[config.mk]
export PLATFORM = sky130hd
export DESIGN_NAME = amms_div
export DESIGN_NICKNAME = d
export VERILOG_FILES = /design/src/rtl/core/amms_pkg.sv /design/src/rtl/core/amms_div.sv
export SDC_FILE = /design/constraint.sdc
export NUM_CORES = 1
export LEC_CHECK = 0
export BUFFER_PORTS_ARGS = -buffer_cell sky130_fd_sc_hd__buf_4
export CAP_MARGIN = 20
export CORE_MARGIN = 4
export CORE_UTILIZATION = 32
export CTS_BUF_LIST = sky130_fd_sc_hd__clkbuf_8
export DETAILED_ROUTE_END_ITERATION = 6
export PLACE_DENSITY = 0.62
export SLEW_MARGIN = 20
export SYNTH_ARGS = -nofsm -noshare
export SYNTH_HDL_FRONTEND = slang
export SYNTH_SLANG_ARGS = --single-unit
export TNS_END_PERCENT = 5
[constraint.sdc]
create_clock -name clock -period 7.1 [get_ports clock]
set_input_delay 0.71 -clock clock [delete_from_list [all_inputs] [get_ports clock]]
set_output_delay 0.71 -clock clock [all_outputs]
set_load 0.05 [all_outputs]
[src/rtl/core/amms_pkg.sv]
// Shared constants and types for the set statistics block.
`timescale 1ns / 1ps
package amms_pkg;
   localparam int MAX_SAMPLES = 256;
   localparam int SAMPLE_BITS = 16;
   localparam int ADDR_BITS   = $clog2(MAX_SAMPLES);
   localparam int CNT_BITS    = $clog2(MAX_SAMPLES + 1);
   localparam int SUM_BITS    = SAMPLE_BITS + CNT_BITS;
   localparam int MEAN_BITS   = 24;
   localparam int SD_BITS     = 23;
   localparam int SQ_BITS     = 64;
   localparam int DIV_BITS    = 64;
   typedef logic signed [SAMPLE_BITS-1:0] sample_type;
endpackage

[src/rtl/core/amms_div.sv]
// Restoring divider, one quotient bit per cycle.
`timescale 1ns / 1ps
module amms_div (
   input  logic                          clock,
   input  logic                          reset,
   input  logic                          go,
   input  logic [amms_pkg::DIV_BITS-1:0] dividend,
   input  logic [amms_pkg::CNT_BITS-1:0] divisor,
   output logic                          done,
   output logic [amms_pkg::DIV_BITS-1:0] quotient
);
   localparam int DB = amms_pkg::DIV_BITS;
   localparam int RB = amms_pkg::CNT_BITS + 1;
   logic [DB-1:0]         q_ff;
   logic [RB-1:0]         r_ff;
   logic [$clog2(DB)-1:0] n_ff;
   logic                  run_ff, done_ff;
   logic [RB-1:0]         trial;
   logic [RB-1:0]         dv;

   assign dv    = {1'b0, divisor};
   assign trial = {r_ff[RB-2:0], q_ff[DB-1]};

   always_ff @(posedge clock) begin
      if (reset) begin
         run_ff  <= 1'b0;
         done_ff <= 1'b0;
      end else begin
         done_ff <= 1'b0;
         if (go) begin
            q_ff   <= dividend;
            r_ff   <= '0;
            n_ff   <= '0;
            run_ff <= 1'b1;
         end else if (run_ff) begin
            if (trial >= dv) begin
               r_ff <= trial - dv;
               q_ff <= {q_ff[DB-2:0], 1'b1};
            end else begin
               r_ff <= trial;
               q_ff <= {q_ff[DB-2:0], 1'b0};
            end
            n_ff <= n_ff + 1'b1;
            if (n_ff == $clog2(DB)'(DB - 1)) begin
               run_ff  <= 1'b0;
               done_ff <= 1'b1;
            end
         end
      end
   end
   assign done     = done_ff;
   assign quotient = q_ff;
endmodule

==> out/qor.txt, run 1 <==
Setup WS post-layout = 4.11 ns
Worst Path Required = 7.06 ns
Global-route usage over all layers = 0.123
Final setup vio count = 0
Final nets = 490
Max-Slew Margin vs Limit = 0.340
Reg2reg start = quotient[63]
Row count = 39
CTS tree = done
Met2 routed WL = 4080 um
Max Cap Viol = 0
Syn nets = 348
Share of layout cells above drive strength 1 = 0.553
Final Skew = 0.0176 ns
Flop and latch count out of synthesis = 81
Slowest cell on the critical path = buf_4
Placer Congestion = 0.832
EDFF count, synth = 79
Pre-antenna DRT Iters = 4
Period utilisation layout = 0.422
CP dominant cell by count = buf_4
Post-DP HPWL = 6240 um
Reg power frac = 0.452
Num CTS Buffers = 9
Sw Pwr = 0.351 mW
Hold Buf Count CTS = 0
DR vias = 2630
Die X = 118 um
Crit path buffers/inverters = 2
Die Ht = 118 um
Cells after Synth = 261
CTS Buffer Depth = 2
Leak Pwr = 2.16 nW
Iter 0 DRT Violations = 90
ANT nets after route = 0
HP Class = flop to flop
R2r setup slk = 4.47 ns
Area after DPL = 5080 um^2
Crit Path Max Fanout = 81
Synth unique cells = 40
DP Worst Slack = 3.71 ns
Final min period = 2.99 ns
# fillers = 1069
Max Clock Freq = 0.334 GHz
Finished Cell Area = 5340 um^2
Critical path type = input port to flop
Critical path endpoint category = flop
Slowest stage delay, CP = 0.74 ns
RSZ-0062 raised after global routing = no
Count leader, synth = edfxtp_1
GR Overflow Total = 0
P_int = 0.948 mW
Sw Share = 0.270
Clock transition at path regs = 0.07 ns
# port buffers = 140
Met1 wire length = 3840 um
ANT cells = 0
Synth Flop Type = edfxtp_1
Area growth syn-to-layout = 37.5%
Maximum vdd drop = 0.0983 mV
Critical Path Stages = 4
Worst Setup Start Kind = input port
Die area = 14000 um^2
R2r endpoint = quotient[0]
Post-synthesis sequential area ratio = 0.622
Ranking of synthesized cells by area = edfxtp_1 (61%), mux2_2 (19%), ha_1 (3.2%)
Clock Sinks = 81
Post-detailed-route wirelength per cell = 16.1 um
Worst skew pair latency = 0.35 ns
Avg Cell Area, Syn = 14.9 um^2
Hold Path Stages = 1
Syn. warnings = 0
Hold Vio Cnt, Final = 0
CTS H-Tree Depth = 3
Hold_sp = run_ff
Pin count of the biggest net entering global routing = 82
DRC errors left = 0
Synth area leader = edfxtp_1
Synth Cell Area = 3880 um^2
Vias in the first global route = 2778
I/O Pins = 141
Cells along the critical path = buf_4, nor2_1, nor2_4, buf_4
Worst Hold End = done
Kind of cell adding the most delay to the critical path = buffers and inverters
Status = finished, final reports clean
Gate power share = 0.212
Post-CTS setup buffers = 0
Area share of the largest cell type after synthesis = 0.611
Initial Util = 0.333
Setup tns final = 0 ns
Most instantiated cells after synthesis = edfxtp_1 (79), mux2_2 (64), inv_1 (13)
First-pass GRT wire length = 14000 um
CTS-repair resized insts = 0
Core Region = 11700 um^2
Post-Route WL = 8870 um
Area of the multi-input gates = 1380 um^2
Pwr Density = 243 nW/um^2
Clk pwr share = 0.336
Avg Vias per Cell = 4.78
Storage cell area = 2410 um^2
R2R cell count = 9
Top Layer Used = met4
Initial antenna violation count = 0
CTS Root Buffer Type = clkbuf_8
CP arrival = 2.96 ns
Worst-Margin Slew = 0.990 ns
Post-layout util = 0.458
Ys async rst share = 0
Met3 WL = 841 um
Slew Viols, Final = 0
sequential cells by signal, summed over array words and instances (netlist names):
| register | flops |
|---|---|
| n_ff | 6 |
| run_ff | 1 |
| r_ff | 9 |
| done | 1 |
| quotient | 64 |
layout by cell type (no fill, tap or decap), drive strengths merged, types with 2 or more instances in the layout:
cell type / count
xnor2: 4
a311oi: 2
and3b: 2
clkbuf: 9
edfxtp: 79
ha: 10
nand2: 5
a21boi: 4
inv: 14
mux2: 64
nor3: 8
nand3: 8
buf: 141
o21ai: 5
and3: 2
a21oi: 7
a21o: 3
nor2: 12
a211oi: 2
or3: 3
bufinv: 4
xor2: 2
dfxtp: 2
o211ai: 2
area by class of cell:
type	count	share of cell area
Sequential cell	81	0.452
Multi-Input combinational cell	157	0.259
Clock buffer	9	0.0232
Timing Repair Buffer	141	0.198
Inverter	13	0.00914
Clock inverter	6	0.0249
Tap cell	143	0.0335
power groups by stage:
stage          logic (mW)  registers (mW)  clock network (mW)
2_1_floorplan       0.105           0.677                   0
3_3_place_gp        0.274           0.597                   0
3_5_place_dp        0.277           0.597                   0
4_1_cts             0.278           0.587               0.449
5_1_grt             0.295           0.591               0.469
6_report            0.276           0.587               0.436
routing by layer:
layer,up-vias,track usage
met2,109,0.192
met1,1225,0.152
met5,-,0
met3,11,0.0596
met4,0,0.0344
li1,1285,-
worst max path at each step:
stage	to	from
after global placement	quotient[41]	go
final	n_ff[0]	go
after global routing	n_ff[4]	go
after floorplan	n_ff[0]	go
after detailed placement	quotient[39]	go
after CTS	n_ff[5]	go
per-stage QoR:
step / hold slack (ns) / cells / power (mW)
global placement: 0.490 / 535 / 0.871
finish: 0.496 / 550 / 1.30
CTS: 0.502 / 550 / 1.31
detailed placement: 0.484 / 535 / 0.874
global route: 0.518 / 550 / 1.36
floorplan: 0.471 / 261 / 0.782
cell families (layout without fill, tap and decap cells):
| kind of cell | count (synthesis) | count (layout) | share of synthesized area |
|---|---|---|---|
| DFF | 81 | 81 | 0.622 |
| muxes | 65 | 65 | 0.188 |
| and+or+nand+nor | 43 | 43 | 0.0568 |
| AOI/OAI and AO/OA | 32 | 32 | 0.0580 |
| buffers and inverters | 23 | 169 | 0.0242 |
| adders and majority gates | 11 | 11 | 0.0374 |
| xor gates and xnor gates | 6 | 6 | 0.0135 |
Note: power is estimated with default switching activity, not from simulation.
==> run 2: changes to the inputs <==
--- a/config.mk
+++ b/config.mk
@@ -5,13 +5,14 @@
 export SDC_FILE = /design/constraint.sdc
 export NUM_CORES = 1
 export LEC_CHECK = 0
+export ABC_AREA = 1
 export BUFFER_PORTS_ARGS = -buffer_cell sky130_fd_sc_hd__buf_4
 export CAP_MARGIN = 20
 export CORE_MARGIN = 4
 export CORE_UTILIZATION = 32
 export CTS_BUF_LIST = sky130_fd_sc_hd__clkbuf_8
 export DETAILED_ROUTE_END_ITERATION = 6
-export PLACE_DENSITY = 0.62
+export PLACE_DENSITY = 0.61
 export SLEW_MARGIN = 20
 export SYNTH_ARGS = -nofsm -noshare
 export SYNTH_HDL_FRONTEND = slang
==> constraint.sdc (replaced) <==
create_clock -name clock -period 2.8 [get_ports clock]
set_input_delay 0.28 -clock clock [delete_from_list [all_inputs] [get_ports clock]]
set_output_delay 0.28 -clock clock [all_outputs]
set_load 0.05 [all_outputs]
==> run 2 against run 1 <==
  * Final area is 1.8% higher
  * Die area is 3.3% higher
  * Sequential power grew to 2.6 times the previous value
  * Flip-flop and latch count stayed put
  * Sequential share of layout area is 0.81 points lower
  * Register-to-register slack worse by 3.9 ns
  * Wire length is 9.7% higher
  * Largest cell class unchanged
  * Largest power group unchanged
  * Highest routed layer unchanged
==> out/qor.txt, run 2 <==
Status = finished, final reports clean
Post-DP HPWL = 7040 um (+13%)
Met3 WL = 780 um (-7.3%)
Post-layout util = 0.447 (-0.0108)
Hold Buf Count CTS = 0 (unchanged)
Pwr Density = 563 nW/um^2 (+130%)
Hold Vio Cnt, Final = 0 (unchanged)
Critical path type = flop to flop
Leak Pwr = 2.67 nW (+24%)
Flop and latch count out of synthesis = 81 (unchanged)
Worst-Margin Slew = 0.713 ns (-0.277 ns)
Worst Path Required = 2.91 ns (-4.15 ns)
Core Region = 12200 um^2 (+4.3%)
Most frequent cells in the layout = nand2_1 (237), buf_4 (144), edfxtp_1 (79)
EDFF count, synth = 79 (unchanged)
ANT cells = 0 (unchanged)
Most instantiated cells after synthesis = nand2_1 (237), edfxtp_1 (79), inv_1 (36)
CTS-repair resized insts = 0 (unchanged)
R2r setup slk = 0.62 ns (-3.85 ns)
Clock transition at path regs = 0.08 ns (about the same)
Ranking of synthesized cells by area = edfxtp_1 (59%), nand2_1 (22%), inv_1 (3.4%)
Syn nets = 537 (+54%)
Post-detailed-route wirelength per cell = 12.8 um (-21%)
Setup tns final = 0 ns (unchanged)
Placer Congestion = 0.815 (-2.1%)
Slowest cell on the critical path = edfxtp_1
# port buffers = 140 (unchanged)
Total power = 3.06 mW (+140%)
R2R cell count = 14 (+5)
CTS Root Buffer Type = clkbuf_8
Pre-antenna DRT Iters = 4 (unchanged)
Ys async rst share = 0 (unchanged)
Post-synthesis sequential area ratio = 0.600 (-0.0213)
Critical path endpoint category = flop
Max Cap Viol = 0 (unchanged)
Post-Route WL = 9730 um (+9.7%)
DRC errors left = 0 (unchanged)
GR Overflow Total = 0 (unchanged)
Pin count of the biggest net entering global routing = 73 (-11%)
R2r endpoint = r_ff[7]
Worst Setup Start Kind = flop
Num CTS Buffers = 9 (unchanged)
Crit Path Max Fanout = 13 (-84%)
Met2 routed WL = 4420 um (+8.5%)
First-pass GRT wire length = 16000 um (+15%)
CTS H-Tree Depth = 3 (unchanged)
Global-route usage over all layers = 0.138 (+0.0152)
Synth Flop Type = edfxtp_1
DR vias = 3344 (+27%)
Final nets = 676 (+38%)
Max Clock Freq = 0.458 GHz
Max reg flops = 64 (unchanged)
Reg2reg start = quotient[63]
Met1 wire length = 4410 um (+15%)
Area growth syn-to-layout = 35.3%
Hold_sp = reset
Die Ht = 120 um (+1.6%)
ANT nets after route = 0 (unchanged)
Count leader, synth = nand2_1
Row count = 40 (+2.6%)
Die area = 14400 um^2 (+3.3%)
Synth area leader = edfxtp_1
Initial Util = 0.330 (-0.00234)
Area share of the largest cell type after synthesis = 0.590 (-0.0209)
Cells along the critical path = inv_1, ha_1, inv_1, fa_1, nand2_1, nand2_1, nand3_1, nand2_1, nand2_1, nand2_4, nand2_1, nand2_1, nand2_1, inv_1
Top Layer Used = met4
Avg Cell Area, Syn = 8.93 um^2 (-40%)
Worst Hold End = done
Final min period = 2.18 ns
Synth Cell Area = 4020 um^2 (+3.5%)
Iter 0 DRT Violations = 222 (+150%)
HP Class = input port to flop
CP dominant cell by count = nand2_1
Max-Slew Margin vs Limit = 0.524 (+0.185)
Hold Path Stages = 2 (+1)
CP arrival = 2.30 ns (-0.66 ns)
Slowest stage delay, CP = 0.42 ns (-0.32 ns)
Avg Vias per Cell = 4.39 (-8.2%)
Period utilisation layout = 0.779
Syn. warnings = 0 (unchanged)
CTS Buffer Depth = 2 (unchanged)
Maximum vdd drop = 0.304 mV (+210%)
Initial antenna violation count = 0 (unchanged)
Post-CTS setup buffers = 0 (unchanged)
Most common cell after layout, fill and taps aside = nand2_1
Vias in the first global route = 3314 (+19%)
Die X = 120 um (+1.6%)
Final setup vio count = 0 (unchanged)
Share of layout cells above drive strength 1 = 0.285 (-0.268)
Slew Viols, Final = 0 (unchanged)
# fillers = 1208 (+13%)
Cells after Synth = 450 (+72%)
Crit path from = quotient[63]
Clock Sinks = 81 (unchanged)
Synth unique cells = 28 (-30%)
Final Skew = 0.00892 ns (-0.00866 ns)
RSZ-0062 raised after global routing = no
CTS tree = done
Area after DPL = 5250 um^2 (+3.3%)
Finished Cell Area = 5430 um^2 (+1.8%)
I/O Pins = 141 (unchanged)
Worst skew pair latency = 0.35 ns (about the same)
==> run 2: area by class of cell <==
class | count | area (um^2) | area share
tap | 168 | 210 | 0.0387
multi-input combinational | 313 | 1390 | 0.257
sequential | 81 | 2410 | 0.444
clock inverter | 7 | 62.6 | 0.0115
inverter | 40 | 150 | 0.0276
clock buffer | 9 | 124 | 0.0228
timing repair buffer | 144 | 1080 | 0.199
==> run 2: logic make-up (layout without fill, tap and decap cells) <==
kind of cell | Yosys count | in the layout | share of synthesized area
simple gates | 286 | 286 | 0.282
flops | 81 | 81 | 0.600
compound gates | 13 | 13 | 0.0193
xor+xnor | 3 | 3 | 0.00654
buf+inv | 56 | 200 | 0.0554
fa+ha+maj | 11 | 11 | 0.0361
==> run 2: routing by layer <==
| metal | vias to the layer above | global-route usage |
|---|---|---|
| met4 | 0 | 0.0494 |
| met3 | 11 | 0.0537 |
| met5 | - | 0 |
| met2 | 113 | 0.209 |
| met1 | 1515 | 0.180 |
| li1 | 1705 | - |
==> run 2: power breakdown <==
| group | total, mW | switching (mW) | internal (mW) |
|---|---|---|---|
| sequential | 1.50 | 0.0499 | 1.45 |
| combinational | 0.737 | 0.482 | 0.256 |
| clock | 0.825 | 0.422 | 0.403 |
| total | 3.06 | 0.953 | 2.10 |
==> run 2: worst max-delay path: cells and delay by family (launching register included) <==
family / cells / cell delay, ns
AND/OR/NAND/NOR: 9 / 0.79
buffers and inverters: 3 / 0.18
adder cells (fa/ha/maj): 2 / 0.56
flip-flops: 1 / 0.42
==> run 2: worst max-delay path by stage <==
stage	cells after the start	slack, ns	to
floorplan	3	0.35	n_ff[0]
global placement	14	0.71	r_ff[7]
detailed placement	14	0.62	r_ff[7]
CTS	14	0.62	r_ff[7]
global route	13	0.42	r_ff[4]
finish	14	0.62	r_ff[7]
==> run 2: metrics by stage <==
step	std cells	hold slack (ns)	setup slack, ns
after global placement	746	0.490	0.714
after global routing	762	0.0942	0.421
after floorplan	450	0.357	0.346
after CTS	762	0.0947	0.622
final	762	0.120	0.618
after detailed placement	746	0.486	0.624
